**src/rtl/omw_pkg.sv**
```systemverilog
// shared types, constants and the quarter-wave sine table for the omni wheel mixer
// no dependencies
package omw_pkg;

  localparam int OmwNumMotors = 4;
  localparam int OmwMaxMotors = 8;

  // input and output beat tdata widths
  localparam int InTdataW  = 40;
  localparam int OutTdataW = 16;

  // config register indexes
  localparam logic [1:0] RegGainP = 2'd0;
  localparam logic [1:0] RegGainI = 2'd1;
  localparam logic [1:0] RegGainD = 2'd2;

  localparam longint unsigned OneQ30 = 64'd1073741824;
  localparam longint unsigned PiQ30  = 64'd3373259426;

  localparam int SinEntries = 181;

  typedef logic [15:0] sin_tab_t [0:SinEntries-1];

  // multiplier operand pairs
  typedef enum logic [2:0] {
    MUL_ERR_KP,
    MUL_SUM_KI,
    MUL_DER_KD,
    MUL_TERM_SPD,
    MUL_PID_MAG
  } omw_mul_sel_e;

  typedef struct packed {
    logic         ld;
    omw_mul_sel_e mul_sel;
    logic         acc_ld;
    logic         acc_add;
    logic         pid_ld;
    logic         idx_rst;
    logic         mag_rst;
    logic         sine_wr;
    logic         idx_inc;
    logic         t1_ld;
    logic         num_ld;
    logic         div_step;
    logic         out_ld;
  } omw_cmd_t;

  typedef struct packed {
    logic is_move;
    logic idx_last;
    logic div_last;
    logic out_free;
  } omw_stat_t;

  // quarter-wave sine in q15, argument in half degrees 0..180
  function automatic sin_tab_t build_sin_tab();
    sin_tab_t        tab;
    longint unsigned x;
    longint unsigned x2;
    longint unsigned t;
    for (int q = 0; q < SinEntries; q++) begin
      x  = (longint'(q) * PiQ30) / 360;
      x2 = (x * x) >> 30;
      t  = OneQ30;
      t  = OneQ30 - ((x2 * t) >> 30) / 156;
      t  = OneQ30 - ((x2 * t) >> 30) / 110;
      t  = OneQ30 - ((x2 * t) >> 30) / 72;
      t  = OneQ30 - ((x2 * t) >> 30) / 42;
      t  = OneQ30 - ((x2 * t) >> 30) / 20;
      t  = OneQ30 - ((x2 * t) >> 30) / 6;
      t  = (((x * t) >> 30) + 64'd16384) >> 15;
      tab[q] = t[15:0];
    end
    return tab;
  endfunction

  localparam sin_tab_t SinTab = build_sin_tab();

endpackage

```
**src/rtl/omw_datapath.sv**
```systemverilog
// datapath of the omni wheel mixer: pid state, shared multiplier, sine, divider, output beat
// depends on omw_pkg
module omw_datapath import omw_pkg::*; #(
  parameter int NumMotors = OmwNumMotors
) (
  input  logic                 clk_i,
  input  logic                 rst_ni,
  input  omw_cmd_t             cmd_i,
  output omw_stat_t            stat_o,
  input  logic                 in_cmd_i,
  input  logic [8:0]           in_target_i,
  input  logic signed [8:0]    in_speed_i,
  input  logic signed [15:0]   in_err_i,
  input  logic                 cfg_we_i,
  input  logic [1:0]           cfg_index_i,
  input  logic [15:0]          cfg_data_i,
  output logic                 out_valid_o,
  input  logic                 out_ready_i,
  output logic [2:0]           out_motor_o,
  output logic [7:0]           out_duty_o,
  output logic                 out_forward_o,
  output logic                 out_last_o
);

  localparam int IdxW  = $clog2(NumMotors);
  localparam int WaStep = 360 / NumMotors;
  localparam logic [9:0] WaInit = 10'(WaStep);
  localparam logic [9:0] WaInc  = 10'(2 * WaStep);
  localparam logic [IdxW-1:0] IdxLast = IdxW'(NumMotors - 1);

  // gains and pid state
  logic signed [15:0] kp_q, ki_q, kd_q;
  logic signed [31:0] esum_q, esum_d;
  logic signed [15:0] prev_q;

  // latched command
  logic               move_q;
  logic [8:0]         tgt_q;
  logic [8:0]         aspd_q;
  logic signed [15:0] err_q;
  logic signed [16:0] der_q;

  // multiplier and pid accumulation
  logic signed [32:0] mul_a;
  logic signed [17:0] mul_b;
  logic signed [50:0] prod_q;
  logic signed [49:0] acc_q;
  logic signed [25:0] pid_q;

  // wheel sine terms
  logic signed [17:0] term_q [NumMotors];
  logic [IdxW-1:0]    idx_q;
  logic [9:0]         wa_q;
  logic [15:0]        mag_q;

  // divider
  logic signed [38:0] t1_q;
  logic [42:0]        rem_q;
  logic [35:0]        trial_q;
  logic               pos_q;
  logic               sat_q;
  logic [7:0]         quo_q;
  logic [3:0]         dcnt_q;

  logic [2:0]         out_motor_q;
  logic [7:0]         out_duty_q;
  logic               out_fwd_q;
  logic               out_last_q;
  logic               out_valid_q;

  logic               use_scale;
  logic signed [32:0] sum_ext;

  assign use_scale = move_q && (aspd_q != 9'd0) && (mag_q != 16'd0);

  // saturating integral update
  assign sum_ext = 33'(esum_q) + 33'(in_err_i);
  always_comb begin
    if (sum_ext > 33'sd2147483647) begin
      esum_d = 32'sh7fffffff;
    end else if (sum_ext < -33'sd2147483648) begin
      esum_d = 32'sh80000000;
    end else begin
      esum_d = sum_ext[31:0];
    end
  end

  // operand select
  always_comb begin
    case (cmd_i.mul_sel)
      MUL_ERR_KP: begin
        mul_a = 33'(err_q);
        mul_b = 18'(kp_q);
      end
      MUL_SUM_KI: begin
        mul_a = 33'(esum_q);
        mul_b = 18'(ki_q);
      end
      MUL_DER_KD: begin
        mul_a = 33'(der_q);
        mul_b = 18'(kd_q);
      end
      MUL_TERM_SPD: begin
        mul_a = use_scale ? 33'(term_q[idx_q]) : 33'sd0;
        mul_b = $signed({9'd0, aspd_q});
      end
      MUL_PID_MAG: begin
        mul_a = 33'(pid_q);
        mul_b = use_scale ? $signed({2'd0, mag_q}) : 18'sd1;
      end
      default: begin
        mul_a = 33'sd0;
        mul_b = 18'sd0;
      end
    endcase
  end

  // wheel sine: relative angle in half degrees, folded to a quarter wave
  logic [8:0]         tgt_mod;
  logic signed [10:0] h_raw;
  logic [9:0]         h;
  logic [7:0]         qarg;
  logic               qneg;
  logic signed [17:0] sin_val;
  logic [15:0]        sin_abs;

  always_comb begin
    tgt_mod = (tgt_q >= 9'd360) ? tgt_q - 9'd360 : tgt_q;
    h_raw   = $signed({1'b0, tgt_mod, 1'b0}) - $signed({1'b0, wa_q});
    h       = (h_raw < 0) ? 10'(h_raw + 11'sd720) : h_raw[9:0];
    if (h < 10'd180) begin
      qarg = h[7:0];
      qneg = 1'b0;
    end else if (h < 10'd360) begin
      qarg = 8'(10'd360 - h);
      qneg = 1'b0;
    end else if (h < 10'd540) begin
      qarg = 8'(h - 10'd360);
      qneg = 1'b1;
    end else begin
      qarg = 8'(10'd720 - h);
      qneg = 1'b1;
    end
    sin_abs = SinTab[qarg];
    sin_val = qneg ? -$signed({2'd0, sin_abs}) : $signed({2'd0, sin_abs});
  end

  // numerator of the drive quotient
  logic signed [42:0] num;
  assign num = 43'(t1_q) - 43'(prod_q);

  // restoring division step
  logic rem_ge;
  assign rem_ge = rem_q >= 43'(trial_q);

  always_ff @(posedge clk_i or negedge rst_ni) begin
    if (!rst_ni) begin
      kp_q        <= '0;
      ki_q        <= '0;
      kd_q        <= '0;
      esum_q      <= '0;
      prev_q      <= '0;
      idx_q       <= '0;
      wa_q        <= WaInit;
      mag_q       <= '0;
      dcnt_q      <= '0;
      out_valid_q <= 1'b0;
    end else begin
      if (cfg_we_i) begin
        case (cfg_index_i)
          RegGainP: kp_q <= cfg_data_i;
          RegGainI: ki_q <= cfg_data_i;
          RegGainD: kd_q <= cfg_data_i;
          default: ;
        endcase
        if (cfg_index_i == RegGainP || cfg_index_i == RegGainI ||
            cfg_index_i == RegGainD) begin
          esum_q <= '0;
          prev_q <= '0;
        end
      end
      if (cmd_i.ld) begin
        esum_q <= esum_d;
        prev_q <= in_err_i;
      end
      if (cmd_i.mag_rst) begin
        mag_q <= '0;
      end else if (cmd_i.sine_wr && sin_abs > mag_q) begin
        mag_q <= sin_abs;
      end
      if (cmd_i.idx_rst) begin
        idx_q <= '0;
        wa_q  <= WaInit;
      end else if (cmd_i.idx_inc) begin
        idx_q <= idx_q + 1'b1;
        wa_q  <= wa_q + WaInc;
      end
      if (cmd_i.num_ld) begin
        dcnt_q <= 4'd8;
      end else if (cmd_i.div_step && dcnt_q != 4'd0) begin
        dcnt_q <= dcnt_q - 1'b1;
      end
      if (cmd_i.out_ld) begin
        out_valid_q <= 1'b1;
      end else if (out_ready_i) begin
        out_valid_q <= 1'b0;
      end
    end
  end

  always_ff @(posedge clk_i) begin
    if (cmd_i.ld) begin
      move_q <= ~in_cmd_i;
      tgt_q  <= in_target_i;
      aspd_q <= in_speed_i[8] ? 9'(-in_speed_i) : in_speed_i;
      err_q  <= in_err_i;
      der_q  <= 17'(in_err_i) - 17'(prev_q);
    end
    prod_q <= 51'(mul_a * mul_b);
    if (cmd_i.acc_ld) begin
      acc_q <= 50'(prod_q);
    end else if (cmd_i.acc_add) begin
      acc_q <= acc_q + 50'(prod_q);
    end
    if (cmd_i.pid_ld) begin
      if (acc_q > 50'sd16777216) begin
        pid_q <= 26'sd16777216;
      end else if (acc_q < -50'sd16777216) begin
        pid_q <= -26'sd16777216;
      end else begin
        pid_q <= acc_q[25:0];
      end
    end
    if (cmd_i.sine_wr) begin
      term_q[idx_q] <= sin_val;
    end
    if (cmd_i.t1_ld) begin
      t1_q <= 39'(prod_q) <<< 12;
    end
    if (cmd_i.num_ld) begin
      rem_q   <= num[42] ? 43'(-num) : num;
      pos_q   <= !num[42] && (num != 43'sd0);
      trial_q <= use_scale ? {mag_q, 20'd0} : 36'd1048576;
      quo_q   <= '0;
      sat_q   <= 1'b0;
    end else if (cmd_i.div_step) begin
      trial_q <= trial_q >> 1;
      if (dcnt_q == 4'd8) begin
        sat_q <= rem_ge;
      end else if (rem_ge) begin
        rem_q              <= rem_q - 43'(trial_q);
        quo_q[dcnt_q[2:0]] <= 1'b1;
      end
    end
    if (cmd_i.out_ld) begin
      out_motor_q <= 3'(idx_q);
      out_duty_q  <= sat_q ? 8'd255 : quo_q;
      out_fwd_q   <= pos_q && (sat_q || quo_q != 8'd0);
      out_last_q  <= (idx_q == IdxLast);
    end
  end

  assign stat_o.is_move  = move_q;
  assign stat_o.idx_last = (idx_q == IdxLast);
  assign stat_o.div_last = (dcnt_q == 4'd0);
  assign stat_o.out_free = !out_valid_q || out_ready_i;

  assign out_valid_o   = out_valid_q;
  assign out_motor_o   = out_motor_q;
  assign out_duty_o    = out_duty_q;
  assign out_forward_o = out_fwd_q;
  assign out_last_o    = out_last_q;

endmodule

```
**src/rtl/omw_ctrl.sv**
```systemverilog
// sequencer of the omni wheel mixer: pid steps, sine sweep, per-wheel divide and emit
// depends on omw_pkg
module omw_ctrl import omw_pkg::*; (
  input  logic      clk_i,
  input  logic      rst_ni,
  input  logic      in_valid_i,
  output logic      in_ready_o,
  input  omw_stat_t stat_i,
  output omw_cmd_t  cmd_o
);

  typedef enum logic [3:0] {
    ST_IDLE,
    ST_MUL_P,
    ST_MUL_I,
    ST_MUL_D,
    ST_PID_SUM,
    ST_PID_CLAMP,
    ST_SINE,
    ST_W_MUL_S,
    ST_W_MUL_P,
    ST_W_NUM,
    ST_W_DIV,
    ST_W_EMIT
  } state_e;

  state_e state_q, state_d;

  always_comb begin
    state_d    = state_q;
    cmd_o      = '0;
    cmd_o.mul_sel = MUL_ERR_KP;
    in_ready_o = 1'b0;
    case (state_q)
      ST_IDLE: begin
        in_ready_o = 1'b1;
        if (in_valid_i) begin
          cmd_o.ld = 1'b1;
          state_d  = ST_MUL_P;
        end
      end
      ST_MUL_P: begin
        cmd_o.mul_sel = MUL_ERR_KP;
        state_d       = ST_MUL_I;
      end
      ST_MUL_I: begin
        cmd_o.mul_sel = MUL_SUM_KI;
        cmd_o.acc_ld  = 1'b1;
        state_d       = ST_MUL_D;
      end
      ST_MUL_D: begin
        cmd_o.mul_sel = MUL_DER_KD;
        cmd_o.acc_add = 1'b1;
        state_d       = ST_PID_SUM;
      end
      ST_PID_SUM: begin
        cmd_o.acc_add = 1'b1;
        state_d       = ST_PID_CLAMP;
      end
      ST_PID_CLAMP: begin
        cmd_o.pid_ld  = 1'b1;
        cmd_o.idx_rst = 1'b1;
        cmd_o.mag_rst = 1'b1;
        state_d       = stat_i.is_move ? ST_SINE : ST_W_MUL_S;
      end
      ST_SINE: begin
        cmd_o.sine_wr = 1'b1;
        if (stat_i.idx_last) begin
          cmd_o.idx_rst = 1'b1;
          state_d       = ST_W_MUL_S;
        end else begin
          cmd_o.idx_inc = 1'b1;
        end
      end
      ST_W_MUL_S: begin
        cmd_o.mul_sel = MUL_TERM_SPD;
        state_d       = ST_W_MUL_P;
      end
      ST_W_MUL_P: begin
        cmd_o.mul_sel = MUL_PID_MAG;
        cmd_o.t1_ld   = 1'b1;
        state_d       = ST_W_NUM;
      end
      ST_W_NUM: begin
        cmd_o.num_ld = 1'b1;
        state_d      = ST_W_DIV;
      end
      ST_W_DIV: begin
        cmd_o.div_step = 1'b1;
        if (stat_i.div_last) begin
          state_d = ST_W_EMIT;
        end
      end
      ST_W_EMIT: begin
        if (stat_i.out_free) begin
          cmd_o.out_ld = 1'b1;
          if (stat_i.idx_last) begin
            state_d = ST_IDLE;
          end else begin
            cmd_o.idx_inc = 1'b1;
            state_d       = ST_W_MUL_S;
          end
        end
      end
      default: state_d = ST_IDLE;
    endcase
  end

  always_ff @(posedge clk_i or negedge rst_ni) begin
    if (!rst_ni) begin
      state_q <= ST_IDLE;
    end else begin
      state_q <= state_d;
    end
  end

endmodule

```
**src/rtl/omni_wheel_mixer_with_pid.sv**
```systemverilog
// omni wheel mixer with heading pid: one command beat in, one drive beat per wheel out
// the pid runs three multiplies, a sum and a clamp; a move command then sweeps the sine over
// every wheel, then each wheel runs two multiplies, numerator, 9-step restoring divide, emit;
// emit waits for a free output; one shared multiplier and a bit-serial divider do the work
// one command at a time; the next command beat is taken once the last wheel beat is registered
// reset: asynchronous active low, gains and pid state cleared, no clearing pass
module omni_wheel_mixer_with_pid import omw_pkg::*; #(
  parameter int NumMotors = OmwNumMotors
) (
  input  logic                 clk_i,
  input  logic                 rst_ni,
  // command beat
  input  logic                 s_axis_tvalid,
  output logic                 s_axis_tready,
  // tdata: target_angle[8:0], speed[17:9], heading_error[33:18], zero pad [39:34]
  input  logic [InTdataW-1:0]  s_axis_tdata,
  // tuser: cmd (0 move, 1 align)
  input  logic                 s_axis_tuser,
  // wheel drive beat
  output logic                 m_axis_tvalid,
  input  logic                 m_axis_tready,
  // tdata: motor_index[2:0], duty[10:3], forward[11], zero pad [15:12]
  output logic [OutTdataW-1:0] m_axis_tdata,
  output logic                 m_axis_tlast,
  // gain writes, always ready
  input  logic                 cfg_valid_i,
  output logic                 cfg_ready_o,
  input  logic [1:0]           cfg_index_i,
  input  logic [15:0]          cfg_data_i
);

  omw_cmd_t  cmd;
  omw_stat_t stat;

  logic [2:0] out_motor;
  logic [7:0] out_duty;
  logic       out_fwd;

  assign cfg_ready_o = 1'b1;

  // sequencer
  omw_ctrl u_ctrl (
    .clk_i      (clk_i),
    .rst_ni     (rst_ni),
    .in_valid_i (s_axis_tvalid),
    .in_ready_o (s_axis_tready),
    .stat_i     (stat),
    .cmd_o      (cmd)
  );

  // pid, sine sweep, divider and output register
  omw_datapath #(
    .NumMotors (NumMotors)
  ) u_datapath (
    .clk_i         (clk_i),
    .rst_ni        (rst_ni),
    .cmd_i         (cmd),
    .stat_o        (stat),
    .in_cmd_i      (s_axis_tuser),
    .in_target_i   (s_axis_tdata[8:0]),
    .in_speed_i    (s_axis_tdata[17:9]),
    .in_err_i      (s_axis_tdata[33:18]),
    .cfg_we_i      (cfg_valid_i),
    .cfg_index_i   (cfg_index_i),
    .cfg_data_i    (cfg_data_i),
    .out_valid_o   (m_axis_tvalid),
    .out_ready_i   (m_axis_tready),
    .out_motor_o   (out_motor),
    .out_duty_o    (out_duty),
    .out_forward_o (out_fwd),
    .out_last_o    (m_axis_tlast)
  );

  assign m_axis_tdata = {4'd0, out_fwd, out_duty, out_motor};

endmodule
```
**config.mk**
```make
export PLATFORM = sky130hd
export DESIGN_NAME = omni_wheel_mixer_with_pid
export DESIGN_NICKNAME = d
export VERILOG_FILES = /design/src/rtl/omw_pkg.sv /design/src/rtl/omw_datapath.sv /design/src/rtl/omw_ctrl.sv /design/src/rtl/omni_wheel_mixer_with_pid.sv
export SDC_FILE = /design/constraint.sdc
export NUM_CORES = 2
export LEC_CHECK = 0
export BUFFER_PORTS_ARGS = -buffer_cell sky130_fd_sc_hd__buf_2
export CAP_MARGIN = 15
export CORE_UTILIZATION = 45
export DETAILED_ROUTE_END_ITERATION = 6
export GPL_TIMING_DRIVEN = 0
export PLACE_DENSITY = 0.67
export SLEW_MARGIN = 20
export SYNTH_ARGS = -nofsm -noshare
export SYNTH_HDL_FRONTEND = slang
export SYNTH_HIERARCHICAL = 1
export SYNTH_SLANG_ARGS = --single-unit
```
**constraint.sdc**
```tcl
create_clock -name clk_i -period 12.9 [get_ports clk_i]
set_clock_uncertainty 0.05 [all_clocks]
set_input_delay 1.29 -clock clk_i [delete_from_list [all_inputs] [get_ports clk_i]]
set_output_delay 1.29 -clock clk_i [all_outputs]
set_load 0.05 [all_outputs]
```
==> impl_metrics.csv <==
group,metric,value,unit
placement,dp_hpwl,129000,um
logic_synthesis,synthTopCellsByArea,"fa_1, edfxtp_1, ha_1",
sta,setup_viol_count_final,0,
sta,period_minus_slack,12350,ps
clock_tree,post_cts_buffers,0,
logic_synthesis,yosysTopAreaCellShare,21.3,%
sta,post-route-period-util,95.7,%
floorplan,num_io_pins,84,
route,routed_via_density,5.74,
global_route,grtUsageMet1,37.3,%
route,wl_per_cell,21.9,um
placement,dpl_worst_slack,727,ps
clock_tree,h-tree-depth,2,
global_route,grt_pass1_wl,247000,um
clock_tree,clk_path_buf_depth,3,
floorplan,die_w,343,um
critical_path,cp-end-kind,"register",
route,first_iter_violations,4353,
logic_synthesis,synth_most_common_cell,"inv_1",
critical_path,crit_path_frequent_cell,"fa_1",
floorplan,fp-row-count,124,
sta,timing.final.hold_violations,0,
global_route,grt_busiest_layer,"met2",
global_route,grt_overflow_total,0,
logic_synthesis,synth_area_per_cell,9.33,um2
logic_synthesis,ys_seq_area_share,26.9,%
critical_path,worstSetupStartpointType,"register",
global_route,antenna_found_initial,4,
logic_synthesis,yosys_most_used_dff,"edfxtp_1",
route,final_antenna_net_count,0,
critical_path,cpPeakStageDelay,840,ps
clock_tree,cts_tree,"built",
critical_path,crit_type,"reg -> reg",
floorplan,start_util,45.6,%
clock_tree,holdBufCountCts,0,
logic_synthesis,ys_ff_latch,510,
clock_tree,root_buffer,"clkbuf_16",
logic_synthesis,synthTopCellsByCount,"inv_1, nand2_1, fa_1, nor2_1, ha_1",
logic_synthesis,synth_area_leader_cell,"fa_1",
clock_tree,clk_pin_slew,60,ps
sta,fmax,81.0,MHz
placement,place.gp.congestion,1.03,
run_status,status,"finished with violations",
finish,nets,6718,
route,vias,42063,
logic_synthesis,yosysUniqueCellTypes,118,
sta,worst_slack,552,ps
global_route,grtUsageTotal,27.5,%
critical_path,arrival,12830,ps
route,wl,160000,um
logic_synthesis,synth_edf_count,319,
sta,relSlewSlack,13.8,%
route,first_pass_iters,7,
critical_path,cp.required,13380,ps
critical_path,cp_max_fo,10,
sta,slew_violations,0,
finish,synthToLayoutAreaGrowth,8.53,%
global_route,use_met2,43.5,%
logic_synthesis,yosysWarnings,6,
clock_tree,cts_buffers,58,
logic_synthesis,syn_area,0.0523,mm2
clock_tree,insertion_delay,680,ps
finish,fin_util,49.5,%
clock_tree,clock_sinks,510,
placement,post-place-cells,7212,
finish,final_cells,7324,
global_route,grt_start_max_net_pins,90,
sta,rsz0062_at_grt,"false",
logic_synthesis,synth_cells,5611,
floorplan,dieArea,0.118,mm2
hold_path,hp-class,"reg -> reg",
floorplan,design.core.area,0.115,mm2
placement,portBuffers,70,
run,drv_cap,0,
floorplan,fp.dieH,343,um
global_route,first_global_vias,41985,
critical_path,crit_path_top_delay_cell,"clkbuf_1",
global_route,grt_use_met3,5.52,%
finish,fillers,10809,
sta,setup-tns-final,0,ps
finish,post_route_cells_drive_above_1_share,6.81,%
route,remaining_drc_errors,1,
sta,worst_pin_slew,1290,ps
logic_synthesis,synthArstFlopShare,25.9,%
run_status,violations,"DRC",
clock_tree,ctsResizeCount,0,
## final cells by class
cell class / instances / area (um2) / share of cell area, %
clock inverter: 17 / 175 / 0.308
inverter: 756 / 2840 / 5.00
sequential: 510 / 14100 / 24.8
multi-input combinational: 4101 / 34500 / 60.7
timing repair buffer: 87 / 546 / 0.960
buffer: 247 / 1070 / 1.89
antenna: 1 / 2.50 / 0.00441
clock buffer: 93 / 1740 / 3.06
tap: 1512 / 1890 / 3.33
## flip-flops by register name (all words and copies together) (netlist names), 4 cells and up
register,cells
u_datapath/acc_q,50
u_datapath/quo_q,8
u_datapath/trial_q,36
u_datapath/out_duty_o,8
u_datapath/tgt_q,9
u_datapath/dcnt_q,4
u_datapath/der_q,17
u_datapath/rem_q,43
u_datapath/ki_q,16
u_datapath/prev_q,16
u_datapath/prod_q,50
u_ctrl/state_q,4
u_datapath/wa_q,9
u_datapath/esum_q,32
u_datapath/kp_q,16
u_datapath/kd_q,16
u_datapath/pid_q,26
u_datapath/err_q,16
u_datapath/mag_q,16
u_datapath/t1_q,27
u_datapath/term_q,72
u_datapath/aspd_q,9
## cell families (layout without fill, tap and decap cells)
group	Yosys count	in the layout	synth area share, %
multiplexers	118	118	2.84
flip-flops	510	510	26.9
AND/OR/NAND/NOR	1667	1667	14.2
AO/OA/AOI/OAI	1137	1137	14.4
XOR/XNOR	280	280	4.78
buffers and inverters	1003	1200	7.48
adder cells (fa/ha/maj)	893	893	29.3
other	3	7	0.0215
## metal layers
layer | routed length [um] | up-vias
met5 | 21 | -
met4 | 6410 | 4
met3 | 13400 | 334
met2 | 72100 | 1718
met1 | 68200 | 20772
li1 | - | 19235
## worst paths after layout
kind / to / cells after the start / startpoint / slack [ps]
setup reg to reg: u_datapath/prod_q[48] / 36 / u_ctrl/state_q[0] / 550
max in group asynchronous: u_datapath/wa_q[3] / 2 / rst_ni / 11510
hold reg to reg: u_datapath/wa_q[1] / 2 / u_datapath/wa_q[1] / 440
setup / recovery: u_datapath/prod_q[48] / 36 / u_ctrl/state_q[0] / 550
hold / removal: u_datapath/wa_q[1] / 2 / u_datapath/wa_q[1] / 440
min in group asynchronous: u_datapath/prev_q[0] / 1 / rst_ni / 490
## placed cells by master, fill, tap and decap left out, types with 41 or more instances in the layout
cell / netlist / routed
a21o_1: 92 / 92
a21oi_1: 259 / 259
a31oi_1: 73 / 73
and2_1: 62 / 61
buf_2: 27 / 100
clkbuf_1: 178 / 202
clkbuf_16: 0 / 62
dfrtp_1: 128 / 128
dfxtp_1: 59 / 59
edfxtp_1: 319 / 319
fa_1: 557 / 557
ha_1: 336 / 336
inv_1: 752 / 752
mux2_2: 54 / 54
mux2i_1: 43 / 43
nand2_1: 708 / 708
nand2b_1: 54 / 54
nand3_1: 79 / 79
nor2_1: 446 / 446
nor2b_1: 44 / 44
nor3_1: 77 / 72
o21ai_0: 250 / 250
o21bai_1: 42 / 41
xnor2_1: 175 / 175
xor2_1: 99 / 99
## stage by stage
stage	hold WS [ps]	instance area, um2
2_1_floorplan	379	52400
3_3_place_gp	399	54600
3_5_place_dp	425	54900
4_1_cts	441	56800
5_1_grt	461	56800
6_report	440	56800
## worst max-delay path: cells and delay by family, from the launching register on
family / cells / cell delay (ps)
AOI/OAI and AO/OA: 11 / 3380
xor gates and xnor gates: 1 / 190
adders and majority gates: 7 / 3120
buffers and inverters: 10 / 3200
DFF: 1 / 370
muxes: 1 / 270
and+or+nand+nor: 6 / 1560
Power is not shown: default switching activity piles up to over one toggle a cycle in this logic, so the estimate is an artifact.
